`src/design/formula_lexer_macros.svh`:
```
// Assertion macros shared by the formula lexer modules.
// Users must have signals named clock and reset in scope.
`ifndef FORMULA_LEXER_MACROS_SVH
`define FORMULA_LEXER_MACROS_SVH
`ifndef NO_ASSERTIONS
// Checked outside reset.
`define FLEX_ASSERT(label, prop, msg) \
   label: assert property (@(posedge clock) disable iff (reset) prop) else $error(msg);
// Checked at every edge, reset included.
`define FLEX_ASSERT_ALWAYS(label, prop, msg) \
   label: assert property (@(posedge clock) prop) else $error(msg);
`else
`define FLEX_ASSERT(label, prop, msg)
`define FLEX_ASSERT_ALWAYS(label, prop, msg)
`endif
`endif

```
`src/design/flex_pkg.sv`:
```
// Types, codes and byte-class functions of the formula lexer.
// Used by every module of the block; depends on nothing.
package flex_pkg;

   localparam int unsigned LENGTH_BITS_DEFAULT = 16;
   localparam int unsigned PREFIX_DEPTH = 9;
   localparam int unsigned PFX_IDX_BITS = $clog2(PREFIX_DEPTH);
   localparam int unsigned QUEUE_DEPTH = 2;

   localparam logic [7:0] CH_NEWLINE = 8'h0A;
   localparam logic [7:0] CH_SPACE_TOP = 8'h20;
   localparam logic [7:0] CH_HIGH_FIRST = 8'h80;

   localparam logic [3:0] KIND_OP = 4'd0;
   localparam logic [3:0] KIND_IDENT = 4'd1;
   localparam logic [3:0] KIND_INT = 4'd2;
   localparam logic [3:0] KIND_DEC = 4'd3;
   localparam logic [3:0] KIND_LSQ = 4'd4;
   localparam logic [3:0] KIND_RSQ = 4'd5;
   localparam logic [3:0] KIND_LPAR = 4'd6;
   localparam logic [3:0] KIND_RPAR = 4'd7;
   localparam logic [3:0] KIND_COMMA = 4'd8;
   localparam logic [3:0] KIND_SEMI = 4'd9;
   localparam logic [3:0] KIND_WS = 4'd10;
   localparam logic [3:0] KIND_EOL = 4'd11;
   localparam logic [3:0] KIND_KW = 4'd12;
   localparam logic [3:0] KIND_STR = 4'd13;
   localparam logic [3:0] KIND_CMT = 4'd14;
   localparam logic [3:0] KIND_PTR = 4'd15;

   localparam logic [2:0] ERR_NONE = 3'd0;
   localparam logic [2:0] ERR_DOTS = 3'd1;
   localparam logic [2:0] ERR_STRING = 3'd2;
   localparam logic [2:0] ERR_COMMENT = 3'd3;
   localparam logic [2:0] ERR_UNKNOWN = 3'd4;

   typedef enum logic [3:0] {
      MODE_IDLE,
      MODE_IDENT,
      MODE_NUMBER,
      MODE_SPACE,
      MODE_STRING,
      MODE_COMMENT,
      MODE_LT,
      MODE_GT,
      MODE_MINUS,
      MODE_DOT,
      MODE_BANG
   } mode_type;

   typedef struct packed {
      logic [7:0] char_in;
      logic       end_of_input;
   } req_type;

   typedef struct packed {
      logic [3:0]  token_kind;
      logic [15:0] token_length;
      logic [2:0]  error_code;
      logic        last_of_run;
   } rsp_type;

   typedef struct packed {
      logic    valid;
      rsp_type rsp;
   } tok_type;

   // Everything one byte produces: one or two tokens.
   typedef struct packed {
      logic    second_valid;
      rsp_type first;
      rsp_type second;
   } pair_type;

   typedef logic [PREFIX_DEPTH-1:0][7:0] prefix_type;

   function automatic logic is_word(input logic [7:0] c);
      return (c >= "a" && c <= "z") || (c >= "A" && c <= "Z") || c == "_";
   endfunction

   function automatic logic is_space(input logic [7:0] c);
      return (c <= CH_SPACE_TOP && c != CH_NEWLINE) || c >= CH_HIGH_FIRST;
   endfunction

   function automatic logic is_digit(input logic [7:0] c);
      return c >= "0" && c <= "9";
   endfunction

   function automatic tok_type make_tok(input logic [3:0] kind, input logic [15:0] length,
                                        input logic [2:0] err);
      tok_type t;
      t.valid = 1'b1;
      t.rsp.token_kind = kind;
      t.rsp.token_length = length;
      t.rsp.error_code = err;
      t.rsp.last_of_run = 1'b0;
      return t;
   endfunction

   // Classifies a finished word; fits is low when the run is longer than the prefix.
   function automatic logic [3:0] word_kind(input prefix_type p,
                                            input logic [PFX_IDX_BITS-1:0] len,
                                            input logic fits);
      logic is_op;
      logic is_kw;
      is_op = (len == 4'd1 && p[0] == "d")
           || (len == 4'd2 && {p[0], p[1]} == "or")
           || (len == 4'd3 && {p[0], p[1], p[2]} == "and")
           || (len == 4'd3 && {p[0], p[1], p[2]} == "not")
           || (len == 4'd5 && {p[0], p[1], p[2], p[3], p[4]} == "where");
      is_kw = (len == 4'd3 && {p[0], p[1], p[2]} == "def")
           || (len == 4'd3 && {p[0], p[1], p[2]} == "fai")
           || (len == 4'd6 && {p[0], p[1], p[2], p[3], p[4], p[5]} == "faiend")
           || (len == 4'd9
               && {p[0], p[1], p[2], p[3], p[4], p[5], p[6], p[7], p[8]} == "functions");
      if (fits && is_op) begin
         return KIND_OP;
      end else if (fits && is_kw) begin
         return KIND_KW;
      end
      return KIND_IDENT;
   endfunction

endpackage

```
`src/design/flex_front.sv`:
```
// Front end of the formula lexer: accepts bytes, tracks the pending token
// and writes the tokens of each byte into the queue. Depends on flex_pkg.
`include "formula_lexer_macros.svh"
module flex_front import flex_pkg::*; #(
   parameter int unsigned LENGTH_BITS = LENGTH_BITS_DEFAULT
) (
   input  logic     clock,
   input  logic     reset,
   input  logic     req_valid_i,
   input  req_type  req_i,
   input  logic     full_i,
   output logic     push_o,
   output pair_type entry_o
);

   localparam logic [LENGTH_BITS-1:0] LEN_MAX = '1;

   mode_type               mode_ff, mode_in;
   logic [LENGTH_BITS-1:0] len_ff, len_in;
   logic                   dot_ff, dot_in;
   prefix_type             prefix_ff, prefix_in;

   logic                   accept;
   logic [7:0]             c;
   logic [LENGTH_BITS-1:0] len_inc;
   tok_type                tok_a, tok_b, tok_c, tok_first, tok_second;
   logic                   restart;
   mode_type               mode_a, mode_b;
   logic [LENGTH_BITS-1:0] len_a, len_b;
   logic                   dot_a, dot_b;
   prefix_type             pfx_a, pfx_b;

   assign accept  = req_valid_i && !full_i;
   assign c       = req_i.char_in;
   assign len_inc = (len_ff == LEN_MAX) ? len_ff : len_ff + 1'b1;

   always_comb begin
      tok_a   = '0;
      tok_b   = '0;
      tok_c   = '0;
      restart = 1'b0;
      mode_a  = mode_ff;
      len_a   = len_ff;
      dot_a   = dot_ff;
      pfx_a   = prefix_ff;

      // The byte against the pending token.
      unique case (mode_ff)
         MODE_IDENT: begin
            if (is_word(c)) begin
               if (len_ff <= LENGTH_BITS'(PREFIX_DEPTH - 1)) begin
                  pfx_a[len_ff[PFX_IDX_BITS-1:0]] = c;
               end
               len_a = len_inc;
            end else begin
               tok_a = make_tok(word_kind(prefix_ff, len_ff[PFX_IDX_BITS-1:0],
                                          len_ff <= LENGTH_BITS'(PREFIX_DEPTH)),
                                16'(len_ff), ERR_NONE);
               restart = 1'b1;
            end
         end
         MODE_NUMBER: begin
            if (is_digit(c)) begin
               len_a = len_inc;
            end else if (c == ".") begin
               if (dot_ff) begin
                  tok_a  = make_tok(KIND_OP, 16'd0, ERR_DOTS);
                  mode_a = MODE_IDLE;
                  len_a  = '0;
                  dot_a  = 1'b0;
               end else begin
                  dot_a = 1'b1;
                  len_a = len_inc;
               end
            end else begin
               tok_a   = make_tok(dot_ff ? KIND_DEC : KIND_INT, 16'(len_ff), ERR_NONE);
               restart = 1'b1;
            end
         end
         MODE_SPACE: begin
            if (is_space(c)) begin
               len_a = len_inc;
            end else begin
               tok_a   = make_tok(KIND_WS, 16'(len_ff), ERR_NONE);
               restart = 1'b1;
            end
         end
         MODE_STRING, MODE_COMMENT: begin
            len_a = len_inc;
            if ((mode_ff == MODE_STRING && c == "'") ||
                (mode_ff == MODE_COMMENT && c == "#")) begin
               tok_a  = make_tok(mode_ff == MODE_STRING ? KIND_STR : KIND_CMT,
                                 16'(len_inc), ERR_NONE);
               mode_a = MODE_IDLE;
               len_a  = '0;
            end
         end
         MODE_LT, MODE_GT, MODE_BANG: begin
            if (c == "=") begin
               tok_a  = make_tok(KIND_OP, 16'd2, ERR_NONE);
               mode_a = MODE_IDLE;
               len_a  = '0;
            end else if (mode_ff == MODE_BANG) begin
               // A bang that is not part of != takes the next byte with it.
               tok_a  = make_tok(KIND_OP, 16'd0, ERR_UNKNOWN);
               mode_a = MODE_IDLE;
               len_a  = '0;
            end else begin
               tok_a   = make_tok(KIND_OP, 16'd1, ERR_NONE);
               restart = 1'b1;
            end
         end
         MODE_MINUS: begin
            if (c == ">") begin
               tok_a  = make_tok(KIND_PTR, 16'd2, ERR_NONE);
               mode_a = MODE_IDLE;
               len_a  = '0;
            end else begin
               tok_a   = make_tok(KIND_OP, 16'd1, ERR_NONE);
               restart = 1'b1;
            end
         end
         MODE_DOT: begin
            if (c == "+" || c == "-" || c == "*" || c == "/") begin
               tok_a  = make_tok(KIND_OP, 16'd2, ERR_NONE);
               mode_a = MODE_IDLE;
               len_a  = '0;
            end else begin
               tok_a   = make_tok(KIND_OP, 16'd1, ERR_NONE);
               restart = 1'b1;
            end
         end
         default: begin
            restart = 1'b1;
         end
      endcase

      // The byte as the first of a new token.
      mode_b = mode_a;
      len_b  = len_a;
      dot_b  = dot_a;
      pfx_b  = pfx_a;
      if (restart) begin
         mode_b = MODE_IDLE;
         len_b  = LENGTH_BITS'(1);
         dot_b  = 1'b0;
         if (c == CH_NEWLINE) begin
            tok_b = make_tok(KIND_EOL, 16'd1, ERR_NONE);
            len_b = '0;
         end else if (is_space(c)) begin
            mode_b = MODE_SPACE;
         end else if (is_word(c)) begin
            mode_b   = MODE_IDENT;
            pfx_b[0] = c;
         end else if (is_digit(c)) begin
            mode_b = MODE_NUMBER;
         end else if (c == "'") begin
            mode_b = MODE_STRING;
         end else if (c == "#") begin
            mode_b = MODE_COMMENT;
         end else if (c == "<") begin
            mode_b = MODE_LT;
         end else if (c == ">") begin
            mode_b = MODE_GT;
         end else if (c == "-") begin
            mode_b = MODE_MINUS;
         end else if (c == ".") begin
            mode_b = MODE_DOT;
         end else if (c == "!") begin
            mode_b = MODE_BANG;
         end else begin
            len_b = '0;
            unique case (c) inside
               "[":                          tok_b = make_tok(KIND_LSQ, 16'd1, ERR_NONE);
               "]":                          tok_b = make_tok(KIND_RSQ, 16'd1, ERR_NONE);
               "(":                          tok_b = make_tok(KIND_LPAR, 16'd1, ERR_NONE);
               ")":                          tok_b = make_tok(KIND_RPAR, 16'd1, ERR_NONE);
               ",":                          tok_b = make_tok(KIND_COMMA, 16'd1, ERR_NONE);
               ";":                          tok_b = make_tok(KIND_SEMI, 16'd1, ERR_NONE);
               "^", "=", "+", "*", "/", "%": tok_b = make_tok(KIND_OP, 16'd1, ERR_NONE);
               default:                      tok_b = make_tok(KIND_OP, 16'd0, ERR_UNKNOWN);
            endcase
         end
      end

      // End of input flushes whatever is still pending.
      mode_in   = mode_b;
      len_in    = len_b;
      dot_in    = dot_b;
      prefix_in = pfx_b;
      if (req_i.end_of_input) begin
         unique case (mode_b)
            MODE_IDENT:   tok_c = make_tok(word_kind(pfx_b, len_b[PFX_IDX_BITS-1:0],
                                                     len_b <= LENGTH_BITS'(PREFIX_DEPTH)),
                                           16'(len_b), ERR_NONE);
            MODE_NUMBER:  tok_c = make_tok(dot_b ? KIND_DEC : KIND_INT, 16'(len_b), ERR_NONE);
            MODE_SPACE:   tok_c = make_tok(KIND_WS, 16'(len_b), ERR_NONE);
            MODE_STRING:  tok_c = make_tok(KIND_OP, 16'd0, ERR_STRING);
            MODE_COMMENT: tok_c = make_tok(KIND_OP, 16'd0, ERR_COMMENT);
            MODE_BANG:    tok_c = make_tok(KIND_OP, 16'd0, ERR_UNKNOWN);
            MODE_LT, MODE_GT, MODE_MINUS, MODE_DOT:
                          tok_c = make_tok(KIND_OP, 16'd1, ERR_NONE);
            default:      tok_c = '0;
         endcase
         mode_in = MODE_IDLE;
         len_in  = '0;
         dot_in  = 1'b0;
      end

      // At most two of the three tokens are ever present.
      if (tok_a.valid) begin
         tok_first  = tok_a;
         tok_second = tok_b.valid ? tok_b : tok_c;
      end else begin
         tok_first  = tok_b.valid ? tok_b : tok_c;
         tok_second = '0;
      end
   end

   always_comb begin
      entry_o.second_valid          = tok_second.valid;
      entry_o.first                 = tok_first.rsp;
      entry_o.first.last_of_run     = !tok_second.valid;
      entry_o.second                = tok_second.rsp;
      entry_o.second.last_of_run    = 1'b1;
      push_o                        = accept && tok_first.valid;
   end

   always_ff @(posedge clock) begin
      if (reset) begin
         mode_ff <= MODE_IDLE;
         len_ff  <= '0;
         dot_ff  <= 1'b0;
      end else if (accept) begin
         mode_ff <= mode_in;
         len_ff  <= len_in;
         dot_ff  <= dot_in;
      end
   end

   always_ff @(posedge clock) begin
      if (accept) begin
         prefix_ff <= prefix_in;
      end
   end

   `FLEX_ASSERT(a_idle_after_end, (accept && req_i.end_of_input) |=> (mode_ff == MODE_IDLE && len_ff == '0), "lexer not idle after end of input")
   `FLEX_ASSERT(a_error_is_last, (push_o && entry_o.first.error_code != ERR_NONE) |-> !entry_o.second_valid, "token follows an error from the same item")

endmodule

```
`src/design/flex_queue.sv`:
```
// Short queue between the lexer front end and the output stage.
// Holds one entry per item with tokens. Depends on flex_pkg.
`include "formula_lexer_macros.svh"
module flex_queue import flex_pkg::*; (
   input  logic     clock,
   input  logic     reset,
   input  logic     push_i,
   input  pair_type entry_i,
   input  logic     pop_i,
   output pair_type head_o,
   output logic     empty_o,
   output logic     full_o
);

   // The pointers wrap naturally, so the depth is a power of two.
   localparam int unsigned PTR_BITS = $clog2(QUEUE_DEPTH);

   pair_type            entry_ff [QUEUE_DEPTH];
   logic [PTR_BITS-1:0] wr_ptr_ff, wr_ptr_in;
   logic [PTR_BITS-1:0] rd_ptr_ff, rd_ptr_in;
   logic [PTR_BITS:0]   count_ff, count_in;

   assign empty_o = (count_ff == '0);
   assign full_o  = (count_ff == (PTR_BITS + 1)'(QUEUE_DEPTH));
   assign head_o  = entry_ff[rd_ptr_ff];

   always_comb begin
      wr_ptr_in = push_i ? wr_ptr_ff + 1'b1 : wr_ptr_ff;
      rd_ptr_in = pop_i ? rd_ptr_ff + 1'b1 : rd_ptr_ff;
      count_in  = count_ff;
      if (push_i && !pop_i) begin
         count_in = count_ff + 1'b1;
      end else if (pop_i && !push_i) begin
         count_in = count_ff - 1'b1;
      end
   end

   always_ff @(posedge clock) begin
      if (reset) begin
         wr_ptr_ff <= '0;
         rd_ptr_ff <= '0;
         count_ff  <= '0;
      end else begin
         wr_ptr_ff <= wr_ptr_in;
         rd_ptr_ff <= rd_ptr_in;
         count_ff  <= count_in;
      end
   end

   always_ff @(posedge clock) begin
      if (push_i) begin
         entry_ff[wr_ptr_ff] <= entry_i;
      end
   end

   `FLEX_ASSERT(a_no_overflow, push_i |-> !full_o, "push into a full queue")
   `FLEX_ASSERT(a_no_underflow, pop_i |-> !empty_o, "pop from an empty queue")
   `FLEX_ASSERT_ALWAYS(a_reset_empties, reset |=> (count_ff == '0), "queue not empty after reset")

endmodule

```
`src/design/flex_back.sv`:
```
// Output stage of the formula lexer: takes queue entries and hands out
// their one or two tokens in order. Depends on flex_pkg.
`include "formula_lexer_macros.svh"
module flex_back import flex_pkg::*; (
   input  logic     clock,
   input  logic     reset,
   input  pair_type head_i,
   input  logic     empty_i,
   output logic     pop_o,
   output logic     rsp_valid,
   input  logic     rsp_stall,
   output rsp_type  rsp_data
);

   pair_type cur_ff, cur_in;
   logic     cur_valid_ff, cur_valid_in;
   logic     second_ff, second_in;
   logic     fire;
   logic     done;

   assign rsp_valid = cur_valid_ff;
   assign rsp_data  = second_ff ? cur_ff.second : cur_ff.first;
   assign fire      = cur_valid_ff && !rsp_stall;
   assign done      = fire && (second_ff || !cur_ff.second_valid);
   assign pop_o     = !empty_i && (!cur_valid_ff || done);

   always_comb begin
      cur_in       = cur_ff;
      cur_valid_in = cur_valid_ff;
      second_in    = second_ff;
      if (pop_o) begin
         cur_in       = head_i;
         cur_valid_in = 1'b1;
         second_in    = 1'b0;
      end else if (done) begin
         cur_valid_in = 1'b0;
         second_in    = 1'b0;
      end else if (fire) begin
         second_in = 1'b1;
      end
   end

   always_ff @(posedge clock) begin
      if (reset) begin
         cur_valid_ff <= 1'b0;
         second_ff    <= 1'b0;
      end else begin
         cur_valid_ff <= cur_valid_in;
         second_ff    <= second_in;
      end
   end

   always_ff @(posedge clock) begin
      cur_ff <= cur_in;
   end

   `FLEX_ASSERT(a_second_needs_pair, second_ff |-> (cur_valid_ff && cur_ff.second_valid), "second token shown without a pair")

endmodule

```
`src/design/formula_lexer.sv`:
```
// Formula lexer: one source byte per item in, tokens as kind and length out.
// A completed token is written into the queue and then the output register before
// it is offered. Throughput: one byte per cycle while the queue is not full;
// a byte that yields two tokens holds the output port for both of them, and the
// two-entry queue absorbs that before bytes stall.
// Reset clears the lexer mode, run length, dot flag, queue count and output valid flags.
module formula_lexer import flex_pkg::*; #(
   parameter int unsigned LENGTH_BITS = LENGTH_BITS_DEFAULT
) (
   input  logic    clock,
   input  logic    reset,
   input  logic    req_valid,
   output logic    req_stall,
   input  req_type req_data,
   output logic    rsp_valid,
   input  logic    rsp_stall,
   output rsp_type rsp_data
);

   logic     push;
   logic     pop;
   logic     empty;
   logic     full;
   pair_type entry;
   pair_type head;

   assign req_stall = full;

   flex_front #(
      .LENGTH_BITS(LENGTH_BITS)
   ) u_front (
      .clock      (clock),
      .reset      (reset),
      .req_valid_i(req_valid),
      .req_i      (req_data),
      .full_i     (full),
      .push_o     (push),
      .entry_o    (entry)
   );

   flex_queue u_queue (
      .clock  (clock),
      .reset  (reset),
      .push_i (push),
      .entry_i(entry),
      .pop_i  (pop),
      .head_o (head),
      .empty_o(empty),
      .full_o (full)
   );

   flex_back u_back (
      .clock    (clock),
      .reset    (reset),
      .head_i   (head),
      .empty_i  (empty),
      .pop_o    (pop),
      .rsp_valid(rsp_valid),
      .rsp_stall(rsp_stall),
      .rsp_data (rsp_data)
   );

endmodule
```
`config.mk`:
```
export PLATFORM = sky130hd
export DESIGN_NAME = formula_lexer
export DESIGN_NICKNAME = d
export VERILOG_FILES = /design/src/design/flex_pkg.sv /design/src/design/flex_front.sv /design/src/design/flex_queue.sv /design/src/design/flex_back.sv /design/src/design/formula_lexer.sv
export VERILOG_INCLUDE_DIRS = /design/src /design/src/design
export SDC_FILE = /design/constraint.sdc
export NUM_CORES = 1
export LEC_CHECK = 0
export BUFFER_PORTS_ARGS = -buffer_cell sky130_fd_sc_hd__buf_2
export CORE_ASPECT_RATIO = 1.25
export CORE_UTILIZATION = 55
export DETAILED_ROUTE_END_ITERATION = 8
export GPL_ROUTABILITY_DRIVEN = 0
export PLACE_DENSITY = 0.72
export SETUP_SLACK_MARGIN = 0.2
export SLEW_MARGIN = 20
export SYNTH_ARGS = -nofsm -noshare
export SYNTH_HDL_FRONTEND = slang
export SYNTH_SLANG_ARGS = --single-unit
```
`constraint.sdc`:
```
create_clock -name clock -period 7.2 [get_ports clock]
set_clock_uncertainty 0.2 [all_clocks]
set_input_delay 1.44 -clock clock [delete_from_list [all_inputs] [get_ports clock]]
set_output_delay 1.44 -clock clock [all_outputs]
set_load 0.005 [all_outputs]
```
==> parameters.txt, run 1 <==
Parameter                              Value

Run status
  Outcome    complete, no violations

Cells and area
  Net count reported at finish    between 1000 and 1500
  Fill cells    approximately 2000
  Fraction of layout cells with a size suffix above 1    18.3%
  Most common cell after layout, fill and taps aside    sky130_fd_sc_hd__edfxtp_1
  Most frequent cells in the layout    216 x sky130_fd_sc_hd__edfxtp_1, 112 x sky130_fd_sc_hd__nand2_1, 105 x sky130_fd_sc_hd__nor2_1, 90 x sky130_fd_sc_hd__mux2_2, 75 x sky130_fd_sc_hd__a21oi_1
  Fraction of the core area covered by cells at the end of the flow    60.6%
  Area growth from synthesis to layout    8.63%
  Antenna fix cells    0

Power
  Peak supply drop    0.218 mV
  Total power divided by cell area    291 nW/um^2
  Reported leakage power    around 0.0050 uW
  Design Power    about 4300 uW

Timing
  Worst Max-Slew Pin Slew    approximately 1.2 ns
  Post-route minimum period    approximately 5.8 ns
  Setup repair after global routing missed its margin    false
  Max Clk Rate    ~0.17 GHz
  Setup_tns    0 ns
  Worst slew margin relative to its limit    23.0%
  Finish-stage setup viols    0
  Post-Route Hold Slack    about 0.34 ns
  Final hold violations    0
  Final clock period utilization by the worst path    80.6%
  Final max-slew violation count    0

Setup path
  Max stage delay on crit path    around 0.79 ns
  Crit Path Max Fanout    31
  Worst-path cell chain    buf_2 > nor4b_4 > nand2_1 > inv_2 > nor3_2 > or4_1 > nand3_1 > o21ai_1 > a31oi_1 > nor2_1 > a21oi_2 > nor2b_4 > buf_12
  Worst Setup End Kind    flop
  Critical path data arrival time    around 5.8 ns
  Setup CP Type    in2reg
  Critical path launch point type    input pin
  Data required time of the worst path    a little over 7 ns
  Crit path buf inv count    3
  Slowest stage cell, crit path    sky130_fd_sc_hd__or4_1
  Dominant delay contributor by cell family on the critical path    simple AND/OR/NAND/NOR gates

Synth
  Post-synth net total    between 1000 and 1500
  Primary flip-flop cell chosen by synthesis mapping    sky130_fd_sc_hd__edfxtp_1
  Ys Warns    0
  Count of mapped cells out of synthesis    between 1000 and 1500
  Syn Area/Cell    about 11 sq um
  Sequential fraction of the synthesis area    51.6%
  Count of distinct cell types in the synthesized netlist    92
  Post-synth EDFFs    216
  Netlist area before placement    13600 sq um
  Post-synthesis async set-or-reset flop share    0%
  Seq cells post-synth    243

Routing
  First-pass iteration count of the detailed router    8
  Total wire length after detailed routing    about 35000 um
  Number of design rule violations left after detail routing    0
  Number of vias per cell    roughly 6.5
  Count of routing violations after the opening detailed-route iteration    between 1000 and 1500
  Via Count    10500
  Antenna Violating Nets Remaining    0
  Final routed wire length divided by cell count    roughly 22 um

Clocking
  Hold buffer count at cts    0
  Insertion delay of the later-clocked pin in the worst-skew pair    around 0.53 ns
  Buffer count from post-CTS setup fixing    0
  Clock edge transition at the registers on the reported setup and hold paths    approximately 0.060 ns
  CTS sink cnt    243
  Root buffer selected by CTS    sky130_fd_sc_hd__clkbuf_16
  CTS tree    built
  H-tree depth reported by CTS    1
  Buffers from clock root to sink, at most    3
  Total clock buffers created by CTS    25
  Number of gates given a new drive strength after cts    0

GRT
  Global-route wire length before repair    roughly 54000 um
  Global Route Usage Sum    27.7%
  Overflow left after global routing    0
  Maximum number of pins on one net before global-route repair    between 50 and 60
  Initial antenna violation count    1
  Vias in the first global route    about 10000

Floorplan
  Die Area    around 25000 sq um
  X dimension of the die    roughly 140 um
  Number of I/O pins    39
  Std cell rows    64
  Vert. Die Dim    between 150 and 200 um
  Initial Utilization    a little under three fifths
  Core Footprint    between 20000 and 25000 sq um

Place
  Count of input and output buffers    38
  HPWL after detailed placement    approximately 25000 um

Worst hold path
  Tightest Hold Check Type    reg2reg

Flow run
  Number of max-cap violations    0
==> logic make-up (layout without fill, tap and decap cells) <==
| kind of cell | after synthesis | count (layout) | share of synthesized area (%) |
|---|---|---|---|
| muxes | 116 | 116 | 9.43 |
| and+or+nand+nor | 517 | 517 | 21.3 |
| adders and majority gates | 8 | 8 | 0.735 |
| xor gates and xnor gates | 8 | 8 | 0.515 |
| buffers and inverters | 117 | 128 | 3.94 |
| AOI/OAI and AO/OA | 263 | 263 | 12.4 |
| DFF | 243 | 243 | 51.6 |
==> Yosys cell counts, drive strengths merged, types with 6 or more instances <==
cell type / number / share of area [%]
nor3: 37 / 1.6
a22oi: 17 / 0.94
nor2b: 11 / 0.51
a21o: 6 / 0.33
mux2i: 24 / 1.8
nand3b: 7 / 0.39
nor3b: 14 / 0.77
nor4b: 11 / 1.0
o21ai: 69 / 2.6
nand2: 112 / 3.1
or2: 11 / 0.51
and3: 12 / 0.55
nand2b: 20 / 0.92
or3: 7 / 0.32
ha: 8 / 0.74
o31ai: 9 / 0.53
edfxtp: 216 / 48
and2: 14 / 0.66
o22ai: 6 / 0.28
buf: 47 / 2.0
inv: 28 / 0.77
nand3: 61 / 2.3
nor4: 30 / 2.0
or4: 9 / 0.55
mux2: 92 / 7.7
a21oi: 76 / 2.8
o211ai: 11 / 0.64
a31oi: 13 / 0.60
dfxtp: 27 / 4.0
clkbuf: 41 / 1.1
nand4: 30 / 1.5
nor2: 106 / 2.9
o32ai: 6 / 0.39
==> per-stage QoR <==
step | worst slack [ns] | instance area, sq um | std cells
after global routing | 1.12 | 14800 | 1613
after floorplan | 0.416 | 13600 | 1272
after global placement | 1.04 | 14000 | 1569
after CTS | 1.47 | 14800 | 1613
final | 1.40 | 14800 | 1613
after detailed placement | 0.955 | 14000 | 1569
==> sequential cells by signal, summed over array words and instances (netlist names) <==
register,cells
u_back.cur_ff,48
u_back.rsp_valid,1
u_back.second_ff,1
u_front.dot_ff,1
u_front.len_ff,16
u_front.mode_ff,4
u_front.prefix_ff,72
u_queue.count_ff,2
u_queue.entry_ff,96
u_queue.rd_ptr_ff,1
u_queue.wr_ptr_ff,1
==> layer usage <==
layer	global-route usage, %	share of wire [%]
met5	0	0
met4	17.4	6.5
met3	3.56	7.0
met2	45.9	48
met1	34.1	39
==> path summary, 6_finish.rpt <==
check / slack (ns) / start / cells after the start / to
worst max-delay path: 1.40 / req_data[6] / 13 / u_queue.entry_ff[0][14]
worst min-delay path: 0.34 / u_queue.count_ff[1] / 2 / u_queue.count_ff[1]
worst max register to register: 2.05 / u_front.len_ff[1] / 13 / u_queue.entry_ff[1][45]
worst min register to register: 0.34 / u_queue.count_ff[1] / 2 / u_queue.count_ff[1]
==> worst min-delay path, cell delays in order, from the launching register on <==
cell and delay (ns):
sky130_fd_sc_hd__dfxtp_1 0.34, sky130_fd_sc_hd__o21ai_0 0.08, sky130_fd_sc_hd__a21oi_1 0.06
==> cell type report <==
cell class	count	area (sq um)	share of cell area, %
clock buffer	31	678	4.59
inverter	29	109	0.736
sequential	243	7030	47.5
clock inverter	13	155	1.05
timing repair buffer	55	343	2.32
multi-input combinational	912	6060	41.0
tap	330	413	2.79
==> where the power goes <==
| part | total, uW | switching (uW) | leakage (uW) | internal, uW |
|---|---|---|---|---|
| clock | 1310 | 534 | 0.000403 | 777 |
| combinational | 896 | 514 | 0.00239 | 382 |
| sequential | 2100 | 175 | 0.00221 | 1930 |
| total | 4310 | 1220 | 0.00500 | 3090 |
Note: power is estimated with default switching activity, not from simulation.
==> run 2, diff against run 1 <==
--- a/config.mk
+++ b/config.mk
@@ -11,7 +11,7 @@
 export CORE_UTILIZATION = 55
 export DETAILED_ROUTE_END_ITERATION = 8
 export GPL_ROUTABILITY_DRIVEN = 0
-export PLACE_DENSITY = 0.72
+export PLACE_DENSITY = 0.75
 export SETUP_SLACK_MARGIN = 0.2
 export SLEW_MARGIN = 20
 export SYNTH_ARGS = -nofsm -noshare
==> constraint.sdc (replaced) <==
create_clock -name clock -period 4.8 [get_ports clock]
set_clock_uncertainty 0.2 [all_clocks]
set_input_delay 0.96 -clock clock [delete_from_list [all_inputs] [get_ports clock]]
set_output_delay 0.96 -clock clock [all_outputs]
set_load 0.005 [all_outputs]
==> run 2 against run 1 <==
Net effect: routed wire length grew 0.34%; clock power grew 43%; count of clock-buffer cells in the layout shrank 3; sequential share of layout area shrank 2.0 points; largest cell class unchanged.
==> parameters.txt, run 2 (same netlist as run 1, synthesis figures left out) <==
Parameter                              Value

Run status
  Outcome    complete, no violations

Power
  Total power divided by cell area    417 nW/um^2 (+43%)
  Share of power burned in the clock network    29.0% (-1.4 points)
  Reg power frac    48.7% (about the same)
  Reported leakage power    0.00541 uW (+8.2%)
  Int Power    4580 uW (+48%)
  Fraction of power spent switching nets    28.9% (+0.53 points)
  Comb power frac    22.2% (+1.4 points)
  Peak supply drop    0.378 mV (+73%)
  Design Power    6440 uW (+50%)
  Switch Pwr    1860 uW (+52%)

Cells and area
  Fill cells    1904 (-3.6%)
  Combined flip-flop and latch cell area    7030 sq um (about the same)
  Biggest regs    u_queue.entry_ff x96, u_front.prefix_ff x72, u_back.cur_ff x48
  Area of combinational cells with multiple inputs    6090 sq um (+0.52%)
  Most frequent cells in the layout    216 x sky130_fd_sc_hd__edfxtp_1, 112 x sky130_fd_sc_hd__nand2_1, 105 x sky130_fd_sc_hd__nor2_1, 98 x sky130_fd_sc_hd__buf_4, 90 x sky130_fd_sc_hd__mux2_2
  Fraction of the core area covered by cells at the end of the flow    63.2% (+2.7 points)
  Register with the highest flop count    u_queue.entry_ff
  Number of non-filler instances in the completed layout    1698 (+5.3%)
  Area growth from synthesis to layout    13.4%
  Most common cell after layout, fill and taps aside    sky130_fd_sc_hd__edfxtp_1
  Antenna fix cells    0 (unchanged)
  Max FFs per register    96 (unchanged)
  Net count reported at finish    1371 (+6.5%)
  Fraction of layout cells with a size suffix above 1    23.8% (+5.5 points)

Routing
  Number of vias per cell    6.44 (-1.4%)
  Via Count    10900 (+3.8%)
  Final routed wire length divided by cell count    20.5 um (-4.7%)
  Number of design rule violations left after detail routing    0 (unchanged)
  Total wire length after detailed routing    34800 um (+0.34%)
  Antenna Violating Nets Remaining    0 (unchanged)
  First-pass iteration count of the detailed router    6 (-2)
  Count of routing violations after the opening detailed-route iteration    1333 (+18%)

Timing
  Setup_tns    0 ns (unchanged)
  Post-Route Hold Slack    0.325 ns (-0.0124 ns)
  Final hold violations    0 (unchanged)
  Setup repair after global routing missed its margin    false
  Worst slew margin relative to its limit    33.0% (+10 points)
  Final clock period utilization by the worst path    between 80% and 90%
  Post-route minimum period    approximately 4.3 ns
  Max Clk Rate    ~0.23 GHz
  Worst Max-Slew Pin Slew    1.00 ns (-0.147 ns)
  Final max-slew violation count    0 (unchanged)
  Finish-stage setup viols    0 (unchanged)

Setup path
  Critical path launch point type    input pin
  Critical path data arrival time    4.42 ns (-1.39 ns)
  Crit Path Max Fanout    13 (-58%)
  Setup CP Type    in2reg
  Data required time of the worst path    4.91 ns (-2.29 ns)
  Worst Setup End Kind    flop

Flow run
  Number of max-cap violations    0 (unchanged)

Clocking
  Number of gates given a new drive strength after cts    0 (unchanged)
  CTS sink cnt    243 (unchanged)
  H-tree depth reported by CTS    1 (unchanged)
  Buffer count from post-CTS setup fixing    0 (unchanged)
  Insertion delay of the later-clocked pin in the worst-skew pair    0.52 ns (about the same)
  Hold buffer count at cts    0 (unchanged)
  CTS tree    built
  Root buffer selected by CTS    sky130_fd_sc_hd__clkbuf_16
  Clock edge transition at the registers on the reported setup and hold paths    0.06 ns (about the same)
  Total clock buffers created by CTS    24 (-4.0%)
  Buffers from clock root to sink, at most    3 (unchanged)

Floorplan
  Core Footprint    24400 sq um (unchanged)
  Die Area    25400 sq um (unchanged)
  Initial Utilization    55.7% (unchanged)
  Number of I/O pins    39 (unchanged)
  X dimension of the die    143 um (unchanged)
  Vert. Die Dim    178 um (unchanged)
  Std cell rows    64 (unchanged)

Place
  Placed insts    1654 (+5.4%)
  Count of input and output buffers    38 (unchanged)
  HPWL after detailed placement    24900 um (+1.7%)

GRT
  Overflow left after global routing    0 (unchanged)
  Global Route Usage Sum    28.2% (+0.55 points)
  Maximum number of pins on one net before global-route repair    73 (+43%)
  Initial antenna violation count    0 (-1)
  Global-route wire length before repair    55900 um (+3.1%)
  Vias in the first global route    10500 (+4.8%)

Worst hold path
  Tightest Hold Check Type    reg2reg
[run 2: changes by cell type in the layout (fill, tap and decap cells not counted), moves of 2 or more]
cell                         delta
sky130_fd_sc_hd__clkinv_1       -2
sky130_fd_sc_hd__clkinv_2       +3
sky130_fd_sc_hd__bufinv_16      -2
sky130_fd_sc_hd__buf_4         +83
sky130_fd_sc_hd__inv_6          +3
sky130_fd_sc_hd__clkinvlp_4     +2
sky130_fd_sc_hd__clkbuf_1       -2
sky130_fd_sc_hd__buf_12         +2
[run 2: area by class of cell]
cell class / instances / share of cell area (%)
clock buffers: 28 / 4.25
clock inverters: 16 / 0.875
inverters: 29 / 0.705
multi-input cells: 912 / 39.5
flip-flops and latches: 243 / 45.5
well taps: 330 / 2.67
repair buffers: 140 / 6.51
[run 2: metal layers]
metal	GRT usage, %	part of all wire (%)
met5	0	0
met4	17.3	6.5
met3	3.51	7.2
met2	46.8	47
met1	35.2	39
[run 2: power groups by stage]
stage                     sequential, uW  clock, uW  combinational (uW)
after floorplan                     3040          0                1040
after global placement              3150          0                1390
after detailed placement            3180          0                1420
after CTS                           3140       1910                1430
after global routing                3190       1990                1570
final                               3140       1870                1430
[run 2: worst max-delay path, cell delays in order]
cell and delay [ns]:
sky130_fd_sc_hd__buf_2 0.27, sky130_fd_sc_hd__buf_4 0.22, sky130_fd_sc_hd__and2b_1 0.21, sky130_fd_sc_hd__nand4_1 0.16
sky130_fd_sc_hd__a21oi_1 0.11, sky130_fd_sc_hd__or4_1 0.57, sky130_fd_sc_hd__buf_4 0.19, sky130_fd_sc_hd__and3_1 0.23
sky130_fd_sc_hd__nor2_1 0.18, sky130_fd_sc_hd__buf_4 0.16, sky130_fd_sc_hd__nand2_1 0.05, sky130_fd_sc_hd__a21oi_1 0.21
sky130_fd_sc_hd__buf_4 0.24, sky130_fd_sc_hd__nand2_1 0.30, sky130_fd_sc_hd__nor2_1 0.37
[run 2: final timing paths]
path,to,slack (ns),startpoint,cells after the start
worst min-delay path,u_back.rsp_valid,0.32,u_back.rsp_valid,2
worst max register to register,u_queue.entry_ff[0][46],0.49,u_front.mode_ff[1],12
worst min register to register,u_back.rsp_valid,0.32,u_back.rsp_valid,2
worst max-delay path,u_queue.entry_ff[1][10],0.49,req_data[3],15
[run 2: stage by stage]
stage               worst slack (ns)  area, sq um
detailed placement            0.0355        14600
global route                   0.289        15400
floorplan                      0.128        13700
global placement              0.0271        14600
CTS                            0.568        15400
finish                         0.486        15400
